==> src/rtl/sha256_pkg.sv <==
// Shared types and constants for the SHA-256 message hash engine.
package sha256_pkg;

    localparam int WORDS_PER_BLOCK = 16;
    localparam int ROUNDS = 64;
    localparam int HASH_WORDS = 8;

    typedef struct packed {
        logic [31:0] data_word;
        logic [2:0]  byte_count;
        logic        final_word;
    } msg_item_t;

    typedef struct packed {
        logic [31:0] digest_word;
        logic [2:0]  word_index;
        logic        last_of_digest;
    } digest_item_t;

    typedef struct packed {
        logic        append;
        logic [31:0] data;
        logic [2:0]  count;
        logic        add_length;
        logic        clear;
    } pack_cmd_t;

    typedef struct packed {
        logic [1:0]  bytes_held;
        logic [3:0]  words_held;
        logic [63:0] message_bits;
    } pack_stat_t;

    typedef struct packed {
        logic        push;
        logic [31:0] word;
        logic        block_full;
    } word_push_t;

    localparam logic [31:0] IV [HASH_WORDS] = '{
        32'h6a09e667, 32'hbb67ae85, 32'h3c6ef372, 32'ha54ff53a,
        32'h510e527f, 32'h9b05688c, 32'h1f83d9ab, 32'h5be0cd19
    };

    localparam logic [31:0] ROUND_K [ROUNDS] = '{
        32'h428a2f98, 32'h71374491, 32'hb5c0fbcf, 32'he9b5dba5,
        32'h3956c25b, 32'h59f111f1, 32'h923f82a4, 32'hab1c5ed5,
        32'hd807aa98, 32'h12835b01, 32'h243185be, 32'h550c7dc3,
        32'h72be5d74, 32'h80deb1fe, 32'h9bdc06a7, 32'hc19bf174,
        32'he49b69c1, 32'hefbe4786, 32'h0fc19dc6, 32'h240ca1cc,
        32'h2de92c6f, 32'h4a7484aa, 32'h5cb0a9dc, 32'h76f988da,
        32'h983e5152, 32'ha831c66d, 32'hb00327c8, 32'hbf597fc7,
        32'hc6e00bf3, 32'hd5a79147, 32'h06ca6351, 32'h14292967,
        32'h27b70a85, 32'h2e1b2138, 32'h4d2c6dfc, 32'h53380d13,
        32'h650a7354, 32'h766a0abb, 32'h81c2c92e, 32'h92722c85,
        32'ha2bfe8a1, 32'ha81a664b, 32'hc24b8b70, 32'hc76c51a3,
        32'hd192e819, 32'hd6990624, 32'hf40e3585, 32'h106aa070,
        32'h19a4c116, 32'h1e376c08, 32'h2748774c, 32'h34b0bcb5,
        32'h391c0cb3, 32'h4ed8aa4a, 32'h5b9cca4f, 32'h682e6ff3,
        32'h748f82ee, 32'h78a5636f, 32'h84c87814, 32'h8cc70208,
        32'h90befffa, 32'ha4506ceb, 32'hbef9a3f7, 32'hc67178f2
    };

endpackage

==> src/rtl/sha256_packer.sv <==
// Byte packer that assembles message bytes into block words and counts the bit length.
module sha256_packer (
    input  logic                   clk,
    input  logic                   rst_n,
    input  sha256_pkg::pack_cmd_t  cmd,
    output sha256_pkg::pack_stat_t stat,
    output sha256_pkg::word_push_t push
);

    logic [31:0] acc_reg;
    logic [1:0]  held_reg;
    logic [3:0]  words_reg;
    logic [63:0] bits_reg;

    logic [31:0] mask;
    logic [63:0] merged;
    logic [2:0]  total;
    logic        word_done;

    always_comb
    begin
        mask      = ~(32'hffff_ffff >> {cmd.count, 3'b000});
        merged    = {acc_reg, 32'h0} | ({cmd.data & mask, 32'h0} >> {held_reg, 3'b000});
        total     = {1'b0, held_reg} + cmd.count;
        word_done = cmd.append && (total >= 3'd4);
    end

    assign push.push       = word_done;
    assign push.word       = merged[63:32];
    assign push.block_full = word_done &&
                             (words_reg == 4'(sha256_pkg::WORDS_PER_BLOCK - 1));

    assign stat.bytes_held   = held_reg;
    assign stat.words_held   = words_reg;
    assign stat.message_bits = bits_reg;

    always_ff @(posedge clk or negedge rst_n)
    begin
        if (!rst_n)
        begin
            acc_reg   <= '0;
            held_reg  <= '0;
            words_reg <= '0;
            bits_reg  <= '0;
        end
        else if (cmd.clear)
        begin
            acc_reg   <= '0;
            held_reg  <= '0;
            words_reg <= '0;
            bits_reg  <= '0;
        end
        else
        begin
            if (cmd.append)
            begin
                if (word_done)
                begin
                    acc_reg   <= merged[31:0];
                    held_reg  <= 2'(total - 3'd4);
                    words_reg <= words_reg + 4'd1;
                end
                else
                begin
                    acc_reg  <= merged[63:32];
                    held_reg <= total[1:0];
                end
            end
            if (cmd.add_length)
            begin
                bits_reg <= bits_reg + {58'd0, cmd.count, 3'b000};
            end
        end
    end

endmodule

==> src/rtl/sha256_rounds.sv <==
// Compression round unit with message schedule window, working variables and hash state.
module sha256_rounds (
    input  logic                   clk,
    input  logic                   rst_n,
    input  sha256_pkg::word_push_t push,
    input  logic                   reset_hash,
    output logic [7:0][31:0]       hash,
    output logic                   done
);

    typedef enum logic [1:0] {
        CS_IDLE,
        CS_ROUND,
        CS_UPDATE
    } core_state_t;

    core_state_t state_reg;
    logic [31:0] win_reg [sha256_pkg::WORDS_PER_BLOCK];
    logic [31:0] work_reg [sha256_pkg::HASH_WORDS];
    logic [31:0] hash_reg [sha256_pkg::HASH_WORDS];
    logic [5:0]  round_reg;
    logic        done_reg;

    logic [31:0] sched_next;
    logic [31:0] k_word;
    logic [31:0] t1;
    logic [31:0] t2;

    function automatic logic [31:0] small_sigma0(input logic [31:0] x);
        small_sigma0 = {x[6:0], x[31:7]} ^ {x[17:0], x[31:18]} ^ (x >> 3);
    endfunction

    function automatic logic [31:0] small_sigma1(input logic [31:0] x);
        small_sigma1 = {x[16:0], x[31:17]} ^ {x[18:0], x[31:19]} ^ (x >> 10);
    endfunction

    function automatic logic [31:0] big_sigma0(input logic [31:0] x);
        big_sigma0 = {x[1:0], x[31:2]} ^ {x[12:0], x[31:13]} ^ {x[21:0], x[31:22]};
    endfunction

    function automatic logic [31:0] big_sigma1(input logic [31:0] x);
        big_sigma1 = {x[5:0], x[31:6]} ^ {x[10:0], x[31:11]} ^ {x[24:0], x[31:25]};
    endfunction

    always_comb
    begin
        k_word     = sha256_pkg::ROUND_K[round_reg];
        sched_next = win_reg[0] + small_sigma0(win_reg[1]) + win_reg[9] +
                     small_sigma1(win_reg[14]);
        t1 = work_reg[7] + big_sigma1(work_reg[4]) +
             ((work_reg[4] & work_reg[5]) ^ (~work_reg[4] & work_reg[6])) +
             k_word + win_reg[0];
        t2 = big_sigma0(work_reg[0]) +
             ((work_reg[0] & work_reg[1]) ^ (work_reg[0] & work_reg[2]) ^
              (work_reg[1] & work_reg[2]));
    end

    always_comb
    begin
        for (int i = 0; i < sha256_pkg::HASH_WORDS; i++)
        begin
            hash[i] = hash_reg[i];
        end
    end

    assign done = done_reg;

    always_ff @(posedge clk)
    begin
        if (push.push || (state_reg == CS_ROUND))
        begin
            for (int i = 0; i < sha256_pkg::WORDS_PER_BLOCK - 1; i++)
            begin
                win_reg[i] <= win_reg[i + 1];
            end
            win_reg[sha256_pkg::WORDS_PER_BLOCK - 1] <= push.push ? push.word : sched_next;
        end
    end

    always_ff @(posedge clk or negedge rst_n)
    begin
        if (!rst_n)
        begin
            state_reg <= CS_IDLE;
            round_reg <= '0;
            done_reg  <= 1'b0;
            for (int i = 0; i < sha256_pkg::HASH_WORDS; i++)
            begin
                hash_reg[i] <= sha256_pkg::IV[i];
                work_reg[i] <= '0;
            end
        end
        else
        begin
            done_reg <= 1'b0;
            unique case (state_reg)
                CS_IDLE:
                begin
                    if (push.block_full)
                    begin
                        for (int i = 0; i < sha256_pkg::HASH_WORDS; i++)
                        begin
                            work_reg[i] <= hash_reg[i];
                        end
                        round_reg <= '0;
                        state_reg <= CS_ROUND;
                    end
                    else if (reset_hash)
                    begin
                        for (int i = 0; i < sha256_pkg::HASH_WORDS; i++)
                        begin
                            hash_reg[i] <= sha256_pkg::IV[i];
                        end
                    end
                end
                CS_ROUND:
                begin
                    work_reg[7] <= work_reg[6];
                    work_reg[6] <= work_reg[5];
                    work_reg[5] <= work_reg[4];
                    work_reg[4] <= work_reg[3] + t1;
                    work_reg[3] <= work_reg[2];
                    work_reg[2] <= work_reg[1];
                    work_reg[1] <= work_reg[0];
                    work_reg[0] <= t1 + t2;
                    round_reg   <= round_reg + 6'd1;
                    if (round_reg == 6'(sha256_pkg::ROUNDS - 1))
                    begin
                        state_reg <= CS_UPDATE;
                    end
                end
                CS_UPDATE:
                begin
                    for (int i = 0; i < sha256_pkg::HASH_WORDS; i++)
                    begin
                        hash_reg[i] <= hash_reg[i] + work_reg[i];
                    end
                    done_reg  <= 1'b1;
                    state_reg <= CS_IDLE;
                end
                default:
                begin
                    state_reg <= CS_IDLE;
                end
            endcase
        end
    end

endmodule

==> src/rtl/sha256_message_hash.sv <==
// Top level of the SHA-256 message hash engine: input sequencer, padding and digest output.
// A message word is taken while the block buffer is filling.
// Each full 64-byte block then holds off input while the shared round unit runs 64
// rounds, one round per cycle, then updates the hash and hands control back.
// A final word adds padding, which fills one or two final blocks, and eight digest words.
// Reset loads the initial hash constants and empties the buffer and bit counter.
module sha256_message_hash (
    input  logic                     clk,
    input  logic                     rst_n,
    input  sha256_pkg::msg_item_t    msg,
    input  logic                     msg_valid,
    output logic                     msg_stall,
    output sha256_pkg::digest_item_t digest,
    output logic                     digest_valid,
    input  logic                     digest_stall
);

    localparam logic [31:0] PAD_MARK = 32'h8000_0000;
    localparam logic [3:0]  LEN_WORD_POS = 4'(sha256_pkg::WORDS_PER_BLOCK - 2);

    typedef enum logic [1:0] {
        ST_IDLE,
        ST_PAD,
        ST_COMPRESS,
        ST_OUT
    } top_state_t;

    top_state_t               state_reg;
    logic                     fin_reg;
    logic                     pad_mark_reg;
    logic                     len_hi_reg;
    logic                     len_done_reg;
    logic                     out_valid_reg;
    sha256_pkg::digest_item_t out_item_reg;

    sha256_pkg::pack_cmd_t    pk_cmd;
    sha256_pkg::pack_stat_t   pk_stat;
    sha256_pkg::word_push_t   pk_push;
    logic                     reset_hash;
    logic [7:0][31:0]         hash;
    logic                     core_done;
    logic [2:0]               in_count;
    logic [2:0]               next_index;

    sha256_packer u_packer (
        .clk   (clk),
        .rst_n (rst_n),
        .cmd   (pk_cmd),
        .stat  (pk_stat),
        .push  (pk_push)
    );

    sha256_rounds u_rounds (
        .clk        (clk),
        .rst_n      (rst_n),
        .push       (pk_push),
        .reset_hash (reset_hash),
        .hash       (hash),
        .done       (core_done)
    );

    assign msg_stall    = (state_reg != ST_IDLE);
    assign digest_valid = out_valid_reg;
    assign digest       = out_item_reg;
    assign in_count     = (msg.byte_count > 3'd4) ? 3'd4 : msg.byte_count;
    assign next_index   = out_item_reg.word_index + 3'd1;

    always_comb
    begin
        pk_cmd     = '0;
        reset_hash = 1'b0;
        unique case (state_reg)
            ST_IDLE:
            begin
                if (msg_valid)
                begin
                    pk_cmd.append     = 1'b1;
                    pk_cmd.data       = msg.data_word;
                    pk_cmd.count      = in_count;
                    pk_cmd.add_length = 1'b1;
                end
            end
            ST_PAD:
            begin
                pk_cmd.append = 1'b1;
                if (len_hi_reg)
                begin
                    pk_cmd.data  = pk_stat.message_bits[31:0];
                    pk_cmd.count = 3'd4;
                end
                else if (!pad_mark_reg)
                begin
                    pk_cmd.data  = PAD_MARK;
                    pk_cmd.count = 3'd1;
                end
                else if (pk_stat.bytes_held != 2'd0)
                begin
                    pk_cmd.data  = '0;
                    pk_cmd.count = 3'd4 - {1'b0, pk_stat.bytes_held};
                end
                else if (pk_stat.words_held != LEN_WORD_POS)
                begin
                    pk_cmd.data  = '0;
                    pk_cmd.count = 3'd4;
                end
                else
                begin
                    pk_cmd.data  = pk_stat.message_bits[63:32];
                    pk_cmd.count = 3'd4;
                end
            end
            ST_COMPRESS:
            begin
                pk_cmd = '0;
            end
            ST_OUT:
            begin
                if (!digest_stall && out_item_reg.last_of_digest)
                begin
                    pk_cmd.clear = 1'b1;
                    reset_hash   = 1'b1;
                end
            end
            default:
            begin
                pk_cmd = '0;
            end
        endcase
    end

    always_ff @(posedge clk or negedge rst_n)
    begin
        if (!rst_n)
        begin
            state_reg     <= ST_IDLE;
            fin_reg       <= 1'b0;
            pad_mark_reg  <= 1'b0;
            len_hi_reg    <= 1'b0;
            len_done_reg  <= 1'b0;
            out_valid_reg <= 1'b0;
            out_item_reg  <= '0;
        end
        else
        begin
            unique case (state_reg)
                ST_IDLE:
                begin
                    if (msg_valid)
                    begin
                        fin_reg      <= msg.final_word;
                        pad_mark_reg <= 1'b0;
                        len_hi_reg   <= 1'b0;
                        len_done_reg <= 1'b0;
                        if (pk_push.block_full)
                        begin
                            state_reg <= ST_COMPRESS;
                        end
                        else if (msg.final_word)
                        begin
                            state_reg <= ST_PAD;
                        end
                    end
                end
                ST_PAD:
                begin
                    if (len_hi_reg)
                    begin
                        len_done_reg <= 1'b1;
                    end
                    else if (!pad_mark_reg)
                    begin
                        pad_mark_reg <= 1'b1;
                    end
                    else if ((pk_stat.bytes_held == 2'd0) &&
                             (pk_stat.words_held == LEN_WORD_POS))
                    begin
                        len_hi_reg <= 1'b1;
                    end
                    if (pk_push.block_full)
                    begin
                        state_reg <= ST_COMPRESS;
                    end
                end
                ST_COMPRESS:
                begin
                    if (core_done)
                    begin
                        if (!fin_reg)
                        begin
                            state_reg <= ST_IDLE;
                        end
                        else if (len_done_reg)
                        begin
                            out_valid_reg               <= 1'b1;
                            out_item_reg.digest_word    <= hash[0];
                            out_item_reg.word_index     <= 3'd0;
                            out_item_reg.last_of_digest <= 1'b0;
                            state_reg                   <= ST_OUT;
                        end
                        else
                        begin
                            state_reg <= ST_PAD;
                        end
                    end
                end
                ST_OUT:
                begin
                    if (!digest_stall)
                    begin
                        if (out_item_reg.last_of_digest)
                        begin
                            out_valid_reg <= 1'b0;
                            fin_reg       <= 1'b0;
                            state_reg     <= ST_IDLE;
                        end
                        else
                        begin
                            out_item_reg.digest_word    <= hash[next_index];
                            out_item_reg.word_index     <= next_index;
                            out_item_reg.last_of_digest <=
                                (next_index == 3'(sha256_pkg::HASH_WORDS - 1));
                        end
                    end
                end
                default:
                begin
                    state_reg <= ST_IDLE;
                end
            endcase
        end
    end

endmodule
==> config.mk <==
export PLATFORM = sky130hd
export DESIGN_NAME = sha256_message_hash
export DESIGN_NICKNAME = d
export VERILOG_FILES = /design/src/rtl/sha256_pkg.sv /design/src/rtl/sha256_packer.sv /design/src/rtl/sha256_rounds.sv /design/src/rtl/sha256_message_hash.sv
export SDC_FILE = /design/constraint.sdc
export NUM_CORES = 2
export LEC_CHECK = 0
export BUFFER_PORTS_ARGS = -buffer_cell sky130_fd_sc_hd__clkbuf_2
export CAP_MARGIN = 20
export CORE_MARGIN = 5
export CORE_UTILIZATION = 40
export DETAILED_ROUTE_END_ITERATION = 8
export PLACE_DENSITY = 0.66
export SYNTH_ARGS = -nofsm -noshare
export SYNTH_HDL_FRONTEND = slang
export SYNTH_HIERARCHICAL = 1
export SYNTH_SLANG_ARGS = --single-unit
==> constraint.sdc <==
create_clock -name clk -period 15.6 [get_ports clk]
set_input_delay 3.12 -clock clk [delete_from_list [all_inputs] [get_ports clk]]
set_output_delay 3.12 -clock clk [all_outputs]
set_load 0.05 [all_outputs]
==> out/results.txt <==
CP most frequent cell: a21o_1
hold-fix buffer count after cts: 0
clk root buf: clkbuf_16
Worst Reg-to-Reg Cells: 35
Post-Route Setup TNS: 0 ns
Seq/Total Area, Yosys: 43.81%
Clock Skew: 0.02943 ns
CTS-repair resized insts: 0
Critical-path top delay cell: nor3_1
worst path arrival time: 11.17 ns
initial antenna violation count: 5
Detailed Route WL: 233.4 mm
main flop type after synthesis: dfrtp_1
post-route non-filler standard cell count: 9496
Max Cap Viol: 0
slew margin rel.: 24.68%
Mapped Area: 73350 um^2
period utilisation layout: 67.26%
Final Hold Violating Endpoints: 0
Critical Path Fanout Max: 17
largest net degree at the start of global routing: 200
CTS tree: built
first-pass GRT wire length: 348.3 mm
drt pass-1 iters: 8
gr usage total: 23.67%
startpoint types: flip-flop
GRT overflow: 0
Max stage delay on crit path: 0.76 ns
Final setup viols: 0
Final Slew Violations: 0
maximum clock path buffer count: 3
core area: 182700 um^2
FMAX: 0.09530 GHz
DR DRC count: 0
Yosys cell types: 111
antenna-violating nets left: 0
max reg flops: 512
clk sinks: 1175
Async S/R FF share, synth: 56.43%
NumNets Final: 7642
FF-to-FF setup slack: 5.11 ns
IO Count: 78
min-delay src: u_rounds/win_reg[0][101]
Die Y: 438.2 um
setup bufs post-CTS: 0
Worst Hold End: u_rounds/win_reg[0][69]
Die X: 438.2 um
starting density of the core: 40.15%
total CTS buffers: 131
DR WL/cell: 24.58 um
PortBufs: 77
fin util: 43.94%
Hold Path Stages: 0
critical path required time: 16.28 ns
Seq. cell area: 32150 um^2
vias per cell: 5.975
fillers: 17027
CTS H-tree depth: 4
1st-iter DRT viols: 6026
critical path type: reg2reg
worst hold path type: reg2reg
crit path time final: 10.49 ns
# rows: 157
RSZ-0062 raised after global routing: no
GPL Wtd Cong: 0.9502
r2r startpoint: u_rounds/round_reg[1]
synthesis-to-layout area growth: 9.450%
mean area per synthesized cell: 10.33 um^2
routed vias: 56734
FF+latch count, synth: 1175
Detail Placement HPWL: 169.6 mm
layout cells sized above 1: 9.845%
status: completed
Setup crit end kind: flip-flop
clock transition at the registers of the reported paths: 0.07 ns
Worst Tran Pin Value: 1.130 ns
Post-synth EDFFs: 512
die area: 192000 um^2
vias in the first global route: 54204
Worst-Skew Late Latency: 0.79 ns
Placed Cells incl. Taps: 9258
multi-input logic area: 38410 um^2
cells after synthesis: 7098
Yosys warnings: 6
R2R Path End: u_rounds/work_reg[253]
==> how the worst max path moves through the flow <==
stage,slack [ns],endpoint,start
after detailed placement,5.38,u_rounds/work_reg[250],u_rounds/round_reg[1]
after CTS,5.33,u_rounds/work_reg[250],u_rounds/round_reg[1]
after floorplan,3.01,u_rounds/win_reg[0][0],msg_valid
after global placement,5.48,u_rounds/work_reg[250],u_rounds/round_reg[1]
final,5.11,u_rounds/work_reg[253],u_rounds/round_reg[1]
after global routing,4.60,u_rounds/work_reg[255],u_rounds/round_reg[1]
==> cell usage in the layout (no fill, tap or decap), drive strengths merged, types with 22 or more instances in the layout <==
cell,instances
o21ai,454
o31ai,64
a21o,221
a21oi,487
mux2,42
o211ai,46
nor3,93
a22oi,116
a211oi,55
fa,197
or4,26
mux2i,22
nor2b,43
nor2,799
and3,46
mux4,73
or3,25
ha,398
xor2,229
dfstp,136
xnor2,365
clkbuf,250
clkinv,40
o21a,64
a22o,59
o21bai,49
o22ai,201
dfrtp,527
nand2b,70
nand3,80
nand4,41
edfxtp,512
nand2,444
inv,362
buf,64
a31oi,88
==> routing by layer <==
layer	vias to the layer above	GRT usage, %	wire [um]
li1	25572	-	-
met1	28297	32.35	98520
met2	2375	37.24	106500
met3	488	3.901	17100
met4	2	10.35	11240
met5	-	0	10
==> cell type report <==
class                      instances  share of cell area, %
antenna                            1               0.003117
clock buffer                     173                  4.549
clock inverter                    63                  1.026
inverter                         353                  1.657
multi-input combinational       5205                  47.85
sequential                      1175                  40.04
tap                             2385                  3.717
timing repair buffer             141                  1.160
==> per-stage QoR <==
step	area, um^2	setup WS [ns]	hold WS (ns)
after CTS	80250	5.329	0.4021
after detailed placement	75780	5.385	0.4045
after global placement	75780	5.475	0.4002
after global routing	80280	4.597	0.4098
final	80280	5.107	0.3990
after floorplan	73360	3.013	0.4003
==> worst max-delay path, delay by kind of cell, from the launching register on <==
| family | cells | cell delay, ns |
|---|---|---|
| buf+inv | 5 | 0.83 |
| mux | 1 | 0.55 |
| xor+xnor | 1 | 0.18 |
| fa+ha+maj | 7 | 3.27 |
| simple gates | 5 | 1.27 |
| flops | 1 | 0.70 |
| compound gates | 16 | 3.56 |
==> cells in the mapped netlist, drive strengths merged, types with 88 or more instances <==
library cell | number | area (um^2)
a21o | 221 | 1660
a21oi | 487 | 2437
a22oi | 116 | 970.9
a31oi | 88 | 565.5
clkbuf | 282 | 1059
dfrtp | 527 | 13190
dfstp | 136 | 3573
edfxtp | 512 | 15370
fa | 197 | 3944
ha | 398 | 4980
inv | 351 | 1318
nand2 | 444 | 1677
nor2 | 799 | 3002
nor3 | 93 | 498.0
o21ai | 454 | 2280
o22ai | 201 | 1257
xnor2 | 365 | 3204
xor2 | 229 | 2006
==> logic make-up after synthesis <==
family                   share of synthesized area (%)
AO/OA/AOI/OAI                                    19.06
other                                         0.005113
multiplexers                                     3.186
adder cells (fa/ha/maj)                          12.19
XOR/XNOR                                         7.134
flip-flops                                       43.81
buffers and inverters                            3.966
AND/OR/NAND/NOR                                  10.65
Power is not shown: default switching activity piles up to over one toggle a cycle in this logic, so the estimate is an artifact.
